[config.mk]
export PLATFORM = sky130hd
export DESIGN_NAME = clock_offset_min_rtt_filter_flat
export DESIGN_NICKNAME = d
export VERILOG_FILES = /design/src/rtl/comrf_pkg.sv /design/src/rtl/comrf_if.sv /design/src/rtl/comrf_ram.sv /design/src/rtl/comrf_sample_calc.sv /design/src/rtl/clock_offset_min_rtt_filter.sv /design/src/flat_wrapper.sv
export SDC_FILE = /design/constraint.sdc
export NUM_CORES = 2
export LEC_CHECK = 0
export ABC_CLOCK_PERIOD_IN_PS = 28800
export BUFFER_PORTS_ARGS = -buffer_cell sky130_fd_sc_hd__buf_2
export CORE_AREA = 2 2 481 579
export CTS_CLUSTER_DIAMETER = 80
export DETAILED_ROUTE_END_ITERATION = 10
export DIE_AREA = 0 0 483 581
export HOLD_SLACK_MARGIN = 0.05
export SLEW_MARGIN = 40
export SYNTH_ARGS = -nofsm -noshare
export SYNTH_HDL_FRONTEND = slang
export SYNTH_SLANG_ARGS = --single-unit
[constraint.sdc]
create_clock -name clk -period 28.8 [get_ports clk]
set_clock_uncertainty 0.2 [all_clocks]
set_input_delay 1.44 -clock clk [delete_from_list [all_inputs] [get_ports clk]]
set_output_delay 1.44 -clock clk [all_outputs]
set_load 0.01 [all_outputs]
[src/rtl/comrf_pkg.sv]
// shared types and constants of the clock offset min round trip filter
// no dependencies
package comrf_pkg;

  localparam int unsigned TimeW  = 64;
  localparam int unsigned EntryW = 2 * TimeW;

  localparam logic [TimeW-1:0] ALL_ONES  = {TimeW{1'b1}};
  localparam logic [TimeW-1:0] POS_LIMIT = {1'b0, {(TimeW-1){1'b1}}};
  localparam logic [TimeW-1:0] NEG_LIMIT = {1'b1, {(TimeW-1){1'b0}}};

  typedef struct packed {
    logic [TimeW-1:0] offset;
    logic [TimeW-1:0] round_trip;
  } calc_result_t;

endpackage

[src/rtl/comrf_if.sv]
// valid/ready channel interfaces for samples and results
// depends on nothing

interface comrf_sample_if;
  logic        valid;
  logic        ready;
  logic [63:0] client_send_time;
  logic [63:0] server_recv_time;
  logic [63:0] server_send_time;
  logic [63:0] client_recv_time;

  modport source (output valid, client_send_time, server_recv_time, server_send_time,
                  client_recv_time, input ready);
  modport sink (input valid, client_send_time, server_recv_time, server_send_time,
                client_recv_time, output ready);
endinterface

interface comrf_result_if;
  logic               valid;
  logic               ready;
  logic signed [63:0] best_offset;
  logic        [63:0] best_round_trip;
  logic               best_valid;

  modport source (output valid, best_offset, best_round_trip, best_valid, input ready);
  modport sink (input valid, best_offset, best_round_trip, best_valid, output ready);
endinterface

[src/rtl/comrf_ram.sv]
// generic single-port-write, single-port-read ram with registered read
// no dependencies
module comrf_ram #(
  parameter int unsigned Width = 8,
  parameter int unsigned Depth = 8,
  parameter int unsigned AddrW = 3
) (
  input  logic             clk,
  input  logic             wr_en,
  input  logic [AddrW-1:0] wr_addr,
  input  logic [Width-1:0] wr_data,
  input  logic [AddrW-1:0] rd_addr,
  output logic [Width-1:0] rd_data
);

  logic [Width-1:0] mem [Depth];

  always_ff @(posedge clk) begin
    if (wr_en) begin
      mem[wr_addr] <= wr_data;
    end
    rd_data <= mem[rd_addr];
  end

endmodule

[src/rtl/comrf_sample_calc.sv]
// three-stage pipeline computing round trip and halved, saturated offset
// depends on comrf_pkg
module comrf_sample_calc (
  input  logic                   clk,
  input  logic                   rst,
  input  logic                   start,
  input  logic [63:0]            t1,
  input  logic [63:0]            t2,
  input  logic [63:0]            t3,
  input  logic [63:0]            t4,
  output logic                   done,
  output comrf_pkg::calc_result_t res
);
  import comrf_pkg::*;

  logic        s1_valid;
  logic        s2_valid;
  logic [64:0] p_sum;
  logic [64:0] n_sum;
  logic [64:0] d41;
  logic [64:0] d32;
  logic [65:0] diff;
  logic [63:0] rtt2;
  logic        neg_rtt;
  logic [65:0] sum_adj;
  logic [64:0] q;

  assign neg_rtt = d41[64] | d32[64] | (d41[63:0] < d32[63:0]);
  assign sum_adj = diff + {65'd0, diff[65]};
  assign q       = sum_adj[65:1];

  always_ff @(posedge clk) begin
    if (rst) begin
      s1_valid <= 1'b0;
      s2_valid <= 1'b0;
      done     <= 1'b0;
    end else begin
      s1_valid <= start;
      s2_valid <= s1_valid;
      done     <= s2_valid;
    end
    p_sum <= {1'b0, t2} + {1'b0, t3};
    n_sum <= {1'b0, t1} + {1'b0, t4};
    d41   <= {1'b0, t4} - {1'b0, t1};
    d32   <= {1'b0, t3} - {1'b0, t2};
    diff  <= {1'b0, p_sum} - {1'b0, n_sum};
    rtt2  <= neg_rtt ? ALL_ONES : (d41[63:0] - d32[63:0]);
    res.round_trip <= rtt2;
    if (q[64] != q[63]) begin
      res.offset <= q[64] ? NEG_LIMIT : POS_LIMIT;
    end else begin
      res.offset <= q[63:0];
    end
  end

endmodule

[src/rtl/clock_offset_min_rtt_filter.sv]
// minimum round trip clock offset filter, top level
// a result transaction follows every accepted sample; the best is rescanned when a worse sample overwrites its slot
// a new sample is taken only in the idle state, once the result of the previous one has been issued
// the rescan reads one ring entry per cycle through the single ram read port
// synchronous reset clears valid bits, write pointer and held best; ram needs no clearing
// depends on comrf_pkg, comrf_if, comrf_ram, comrf_sample_calc
module clock_offset_min_rtt_filter #(
  parameter int unsigned RING_DEPTH = 8
) (
  input  logic clk,
  input  logic rst,
  comrf_sample_if.sink   sample,
  comrf_result_if.source result
);
  import comrf_pkg::*;

  localparam int unsigned IdxW = (RING_DEPTH > 1) ? $clog2(RING_DEPTH) : 1;
  localparam logic [IdxW-1:0] LastIdx = IdxW'(RING_DEPTH - 1);

  typedef enum logic [2:0] {
    ST_IDLE,
    ST_CALC,
    ST_SCAN,
    ST_DRAIN,
    ST_DONE
  } state_t;

  state_t          state;
  logic [RING_DEPTH-1:0] entry_valid;
  logic [IdxW-1:0] wr_ptr;
  logic [63:0]     held_rtt;
  logic [63:0]     held_off;
  logic            have_best;
  logic            replacing;
  logic            accept_d;
  logic [IdxW-1:0] scan_addr;
  logic            scan_rd_valid;
  logic [IdxW-1:0] scan_rd_idx;
  logic [63:0]     cand_rtt;
  logic [63:0]     cand_off;
  logic            found;

  logic            accept;
  logic            calc_done;
  calc_result_t    calc_res;
  logic            ram_wr;
  logic [IdxW-1:0] ram_rd_addr;
  logic [EntryW-1:0] ram_rd_data;
  calc_result_t    rd_entry;
  logic            out_free;

  assign accept       = sample.valid && sample.ready;
  assign sample.ready = (state == ST_IDLE);
  assign ram_wr       = (state == ST_CALC) && calc_done;
  assign ram_rd_addr  = (state == ST_SCAN) ? scan_addr : wr_ptr;
  assign rd_entry     = calc_result_t'(ram_rd_data);
  assign out_free     = !result.valid || result.ready;

  comrf_sample_calc u_calc (
    .clk   (clk),
    .rst   (rst),
    .start (accept),
    .t1    (sample.client_send_time),
    .t2    (sample.server_recv_time),
    .t3    (sample.server_send_time),
    .t4    (sample.client_recv_time),
    .done  (calc_done),
    .res   (calc_res)
  );

  comrf_ram #(
    .Width (EntryW),
    .Depth (RING_DEPTH),
    .AddrW (IdxW)
  ) u_ring (
    .clk     (clk),
    .wr_en   (ram_wr),
    .wr_addr (wr_ptr),
    .wr_data (calc_res),
    .rd_addr (ram_rd_addr),
    .rd_data (ram_rd_data)
  );

  always_ff @(posedge clk) begin
    if (rst) begin
      state         <= ST_IDLE;
      entry_valid   <= '0;
      wr_ptr        <= '0;
      held_rtt      <= '0;
      held_off      <= '0;
      have_best     <= 1'b0;
      accept_d      <= 1'b0;
      scan_rd_valid <= 1'b0;
      result.valid  <= 1'b0;
    end else begin
      accept_d      <= accept;
      scan_rd_valid <= (state == ST_SCAN);
      if (result.valid && result.ready && (state != ST_DONE)) begin
        result.valid <= 1'b0;
      end
      // old slot contents arrive from the registered ram read in the cycle after the transaction
      if (accept_d) begin
        replacing <= have_best && entry_valid[wr_ptr] &&
                     (rd_entry.round_trip == held_rtt) && (rd_entry.offset == held_off);
      end
      case (state)
        ST_IDLE: begin
          if (accept) begin
            state <= ST_CALC;
          end
        end
        ST_CALC: begin
          if (calc_done) begin
            entry_valid[wr_ptr] <= 1'b1;
            wr_ptr <= (wr_ptr == LastIdx) ? '0 : wr_ptr + 1'b1;
            if (!have_best || (calc_res.round_trip < held_rtt)) begin
              held_rtt  <= calc_res.round_trip;
              held_off  <= calc_res.offset;
              have_best <= 1'b1;
              state     <= ST_DONE;
            end else if (replacing) begin
              scan_addr <= '0;
              cand_rtt  <= ALL_ONES;
              cand_off  <= '0;
              found     <= 1'b0;
              state     <= ST_SCAN;
            end else begin
              state <= ST_DONE;
            end
          end
        end
        ST_SCAN: begin
          scan_rd_idx   <= scan_addr;
          if (scan_addr == LastIdx) begin
            state <= ST_DRAIN;
          end else begin
            scan_addr <= scan_addr + 1'b1;
          end
        end
        ST_DRAIN: begin
          if (!scan_rd_valid) begin
            have_best <= found;
            held_rtt  <= found ? cand_rtt : '0;
            held_off  <= found ? cand_off : '0;
            state     <= ST_DONE;
          end
        end
        ST_DONE: begin
          if (out_free) begin
            result.valid           <= 1'b1;
            result.best_offset     <= held_off;
            result.best_round_trip <= held_rtt;
            result.best_valid      <= have_best;
            state                  <= ST_IDLE;
          end
        end
        default: begin
          state <= ST_IDLE;
        end
      endcase
      // compare returned ring entries during the rescan
      if (scan_rd_valid && entry_valid[scan_rd_idx] && (rd_entry.round_trip < cand_rtt)) begin
        cand_rtt <= rd_entry.round_trip;
        cand_off <= rd_entry.offset;
        found    <= 1'b1;
      end
    end
  end

`ifndef NO_ASSERTIONS
  a_no_best_zero: assert property (@(posedge clk) disable iff (rst)
    !have_best |-> (held_rtt == '0 && held_off == '0))
    else $error("held values not cleared without a best sample");

  a_calc_in_calc: assert property (@(posedge clk) disable iff (rst)
    calc_done |-> state == ST_CALC)
    else $error("calc result arrived outside calc state");

  a_result_from_done: assert property (@(posedge clk) disable iff (rst)
    $rose(result.valid) |-> $past(state == ST_DONE))
    else $error("result transaction raised outside done state");

  a_ptr_range: assert property (@(posedge clk) disable iff (rst)
    wr_ptr <= LastIdx)
    else $error("write pointer out of ring range");
`endif

endmodule

[src/flat_wrapper.sv]
// flat-port wrapper written by rule: the top's interface ports become plain ports
module clock_offset_min_rtt_filter_flat import comrf_pkg::*;
#(
  parameter int unsigned RING_DEPTH = 8
)
  (clk, rst, sample_valid, sample_client_send_time, sample_server_recv_time, sample_server_send_time, sample_client_recv_time, sample_ready, result_valid, result_best_offset, result_best_round_trip, result_best_valid, result_ready);
  comrf_sample_if sample_i ();
  comrf_result_if result_i ();
  input  logic clk;
  input  logic rst;
  input wire logic [$bits(sample_i.valid)-1:0] sample_valid;
  input wire logic [$bits(sample_i.client_send_time)-1:0] sample_client_send_time;
  input wire logic [$bits(sample_i.server_recv_time)-1:0] sample_server_recv_time;
  input wire logic [$bits(sample_i.server_send_time)-1:0] sample_server_send_time;
  input wire logic [$bits(sample_i.client_recv_time)-1:0] sample_client_recv_time;
  output wire logic [$bits(sample_i.ready)-1:0] sample_ready;
  output wire logic [$bits(result_i.valid)-1:0] result_valid;
  output wire logic [$bits(result_i.best_offset)-1:0] result_best_offset;
  output wire logic [$bits(result_i.best_round_trip)-1:0] result_best_round_trip;
  output wire logic [$bits(result_i.best_valid)-1:0] result_best_valid;
  input wire logic [$bits(result_i.ready)-1:0] result_ready;
  assign sample_i.valid = sample_valid;
  assign sample_i.client_send_time = sample_client_send_time;
  assign sample_i.server_recv_time = sample_server_recv_time;
  assign sample_i.server_send_time = sample_server_send_time;
  assign sample_i.client_recv_time = sample_client_recv_time;
  assign sample_ready = sample_i.ready;
  assign result_valid = result_i.valid;
  assign result_best_offset = result_i.best_offset;
  assign result_best_round_trip = result_i.best_round_trip;
  assign result_best_valid = result_i.best_valid;
  assign result_i.ready = result_ready;
  clock_offset_min_rtt_filter #(.RING_DEPTH(RING_DEPTH)) u_core (.clk(clk), .rst(rst), .sample(sample_i), .result(result_i));
endmodule
==> results list <==
* Top cell by count, worst path: sky130_fd_sc_hd__a21o_1
- Total setup buffers inserted after CTS: 0
* Number of enable-type register cells in the synthesized netlist: 1289
* Post-synth cell types: 88
- For this configuration, the core starts out at a cell density of 0.349.
* Total core area: ~270000 sq um
- Setup repair after global routing left no endpoint under its margin.
* Via Count: 65389
- TritonCTS built the clock tree.
* Final period util: 0.218
* HP Class: register to register
- The floorplan has 211 rows.
- Of the synthesized area, sequential elements account for 0.569.
* Global placement routability congestion: 1.00
- Ratio of routed vias to standard cells: 5.44
* Power per Cell Area: 74.4 nW/um^2
* Worst R2R Path Depth: 15
- Worst slew pin tran: 0.923 ns
- Total routing resource utilization after global routing: 0.209
- Number of max-capacitance violations reported: 0
* Number of placed I/O pins: 391
- Total Die Area: 281000 sq um
* Critical Setup Path Class: register to register
- The cell sitting at the root of the clock tree is a sky130_fd_sc_hd__clkbuf_16.
* Start point of the critical path: u_core.cand_rtt[1]
- IR analysis of the VDD net gives a maximum drop of around 0.00005 V.
- In the synthesized netlist, the number of instances is 7883.
* Reported leakage power: around 40 nW
* Fraction of layout cells with a size suffix above 1: 0.151
* Critical Path RT: 29.05 ns
- Detailed-route wire length per cell: 25.3 um
- The number of endpoints with negative hold slack in the final report came to 0.
- Summing every instance area after synthesis gives 95800 sq um.
* Number of nets in the layout: 9002
- After clock tree synthesis, the repair step resized 0 gates.
- Setup violations remaining at the end of the flow were counted as 0.
- Critical path cell sequence: inv_1 -> ha_1 -> a21o_1 -> a21o_1 -> a21o_1 -> a21o_1 -> a2111oi_0 -> o21bai_1 -> a31oi_1 -> o31ai_1 -> a31oi_4 -> buf_4 -> a21o_4 -> buf_4 -> buf_4
- CP arrival: ~6.5 ns
* Number of buffers on the longest clock path: 4
- Static timing analysis puts the maximum clock frequency at 0.160 GHz.
* Total grt overflow: 0
* Number of warnings issued by yosys: 0
- DP Cell Count: 11620
- Startpoint of the lowest-slack hold path: u_core.u_calc.rtt2[40]
- Worst stage delay on the critical path: 0.76 ns
* Outcome: completed
* Wire length of the first global-routing pass: roughly 440000 um
* Post-route minimum period: between 6 and 7 ns
* Clock sinks: around 2100
- I/O Buffers: 390
- The number of global-route vias before repair is 64798.
* Number of nets in the synthesized netlist: 8665
- Setup crit start kind: register
* Post-route antenna net violation count: 0
- After clock tree synthesis, the clock-pin slew on the worst setup and hold paths is roughly 0.06 ns.
* Dominant register cell in the synthesized netlist: sky130_fd_sc_hd__edfxtp_1
* Final TNS setup: 0 ns
* Chip Width: 483 um
- Number of H-tree levels: 4
* Rel. slew slack: 0.379
* Detailed Route Iter0 Violations: around 5900
- The worst setup path is captured at a register.
* Hold Path Depth: 0
* Number of antenna violations at the first check in global routing: 27
* Total wire length: 304000 um
* Largest net degree at the start of global routing: ~170
* Detailed-route DRC error count: 0
- Asr flop ratio synth: 0
- From bottom edge to top edge, the die measures 581 um.
* Critical Path Slowest Stage Cell: sky130_fd_sc_hd__buf_4
- Averaged over all synthesized cells, the footprint is 12.2 sq um.
- FF+latch count, synth: 2081
- The later pin in the worst-skew pair is clocked with a latency of ~0.90 ns.
- First-pass DRT Iterations: 6
- Area Growth Syn to Fin: 14.1%
- HPWL after DPL: approximately 220000 um
* TritonCTS buffer count: 215
- Count of hold-fix buffers inserted at cts: 0
- The layout has 26044 filler cells.
- Of all nets on the critical path, the largest fanout is 46.
* Final number of max-transition violations: 0
* Crit Reg-Reg Startpoint: u_core.cand_rtt[1]
- Number of cells in the finished layout apart from fillers: 12025
[critical path: cells and delay by family, from the launching register on]
family / cells / cell delay, ns
adder cells (fa/ha/maj): 1 / 0.22
buffers and inverters: 4 / 2.10
flip-flops: 1 / 0.39
AO/OA/AOI/OAI: 10 / 2.77
[area by class of cell]
type                       instances  area (sq um)  area share
multi-input combinational       4828         37800       0.346
sequential                      2081         54600       0.499
antenna                            7          17.5    0.000160
timing repair buffer             466          2800      0.0256
tap                             3621          4530      0.0414
clock inverter                    98          1250      0.0114
inverter                         628          2360      0.0215
clock buffer                     296          6030      0.0551
[cells by family after synthesis]
family | Yosys count | share of synthesized area
xor+xnor | 476 | 0.0435
buf+inv | 974 | 0.0384
flops | 2081 | 0.569
fa+ha+maj | 523 | 0.0687
simple gates | 1674 | 0.0847
mux | 396 | 0.0771
compound gates | 1759 | 0.118
[report_power, final]
part / internal, W / leakage, nW / switching (W)
clock network: 0.00169 / 3.55 / 0.00118
logic: 0.000563 / 19.5 / 0.000949
registers: 0.00349 / 17.2 / 0.000269
[synth_stat cells, types with 99 or more instances]
cell type / count / area [sq um]
sky130_fd_sc_hd__xnor2_1: 337 / 2950
sky130_fd_sc_hd__nand2b_1: 100 / 626
sky130_fd_sc_hd__nand4_1: 99 / 619
sky130_fd_sc_hd__o21bai_1: 113 / 848
sky130_fd_sc_hd__nand2_1: 454 / 1700
sky130_fd_sc_hd__a21o_1: 181 / 1360
sky130_fd_sc_hd__dfxtp_1: 792 / 15900
sky130_fd_sc_hd__xor2_1: 139 / 1220
sky130_fd_sc_hd__inv_1: 619 / 2320
sky130_fd_sc_hd__mux2_2: 130 / 1460
sky130_fd_sc_hd__nor2_1: 357 / 1340
sky130_fd_sc_hd__a31oi_1: 190 / 1190
sky130_fd_sc_hd__clkbuf_1: 289 / 1080
sky130_fd_sc_hd__nand3_1: 248 / 1240
sky130_fd_sc_hd__o21a_1: 162 / 1220
sky130_fd_sc_hd__mux4_2: 261 / 5880
sky130_fd_sc_hd__o21ai_0: 274 / 1370
sky130_fd_sc_hd__ha_1: 516 / 6460
sky130_fd_sc_hd__a21oi_1: 483 / 2420
sky130_fd_sc_hd__edfxtp_1: 1289 / 38700
[per-stage QoR]
| step | instance area, sq um | hold WS (ns) | total power (W) | worst slack (ns) | util |
|---|---|---|---|---|---|
| global route | 109000 | 0.141 | 0.00847 | 22.23 | 0.398 |
| detailed placement | 102000 | 0.112 | 0.00531 | 22.58 | 0.371 |
| finish | 109000 | 0.126 | 0.00814 | 22.53 | 0.398 |
| floorplan | 95800 | 0.110 | 0.00471 | 14.25 | - |
| global placement | 102000 | 0.125 | 0.00529 | 22.33 | 0.371 |
| CTS | 109000 | 0.126 | 0.00818 | 22.43 | 0.398 |
[per-layer routing]
layer | part of all wire | wire (um) | global-route usage
met4 | 0.047 | 14300 | 0.0891
met5 | 0.000089 | 27 | 0
met3 | 0.072 | 21900 | 0.0303
met1 | 0.42 | 128000 | 0.277
met2 | 0.46 | 140000 | 0.340
[cell usage in the layout (no fill, tap or decap), drive strengths merged, types with 130 or more instances in the layout]
| cell type | instances |
|---|---|
| a21o | 181 |
| a21oi | 485 |
| a31oi | 190 |
| buf | 465 |
| clkbuf | 297 |
| dfxtp | 792 |
| edfxtp | 1289 |
| ha | 516 |
| inv | 626 |
| mux2 | 130 |
| mux4 | 261 |
| nand2 | 454 |
| nand3 | 248 |
| nor2 | 357 |
| o21a | 162 |
| o21ai | 285 |
| xnor2 | 337 |
| xor2 | 139 |
[state kept, by name, indices dropped and copies added, names as in the netlist, 8 cells and up]
name	count
u_core.u_calc.d32	65
u_core.result.best_offset	64
u_core.entry_valid	8
u_core.u_ring.rd_data	128
u_core.cand_off	64
u_core.u_calc.rtt2	64
u_core.u_calc.n_sum	64
u_core.u_calc.p_sum	64
u_core.u_calc.res	128
u_core.held_off	64
u_core.u_calc.diff	66
u_core.u_ring.mem	1024
u_core.cand_rtt	64
u_core.u_calc.d41	65
u_core.result.best_round_trip	64
u_core.held_rtt	64
[final timing paths]
check / end / slack (ns)
worst max-delay path: u_core.cand_rtt[42] / 22.53
worst min-delay path: u_core.u_calc.res[40] / 0.13
worst max register to register: u_core.cand_rtt[42] / 22.53
worst min register to register: u_core.u_calc.res[40] / 0.13
(Power assumes the default switching activity.)
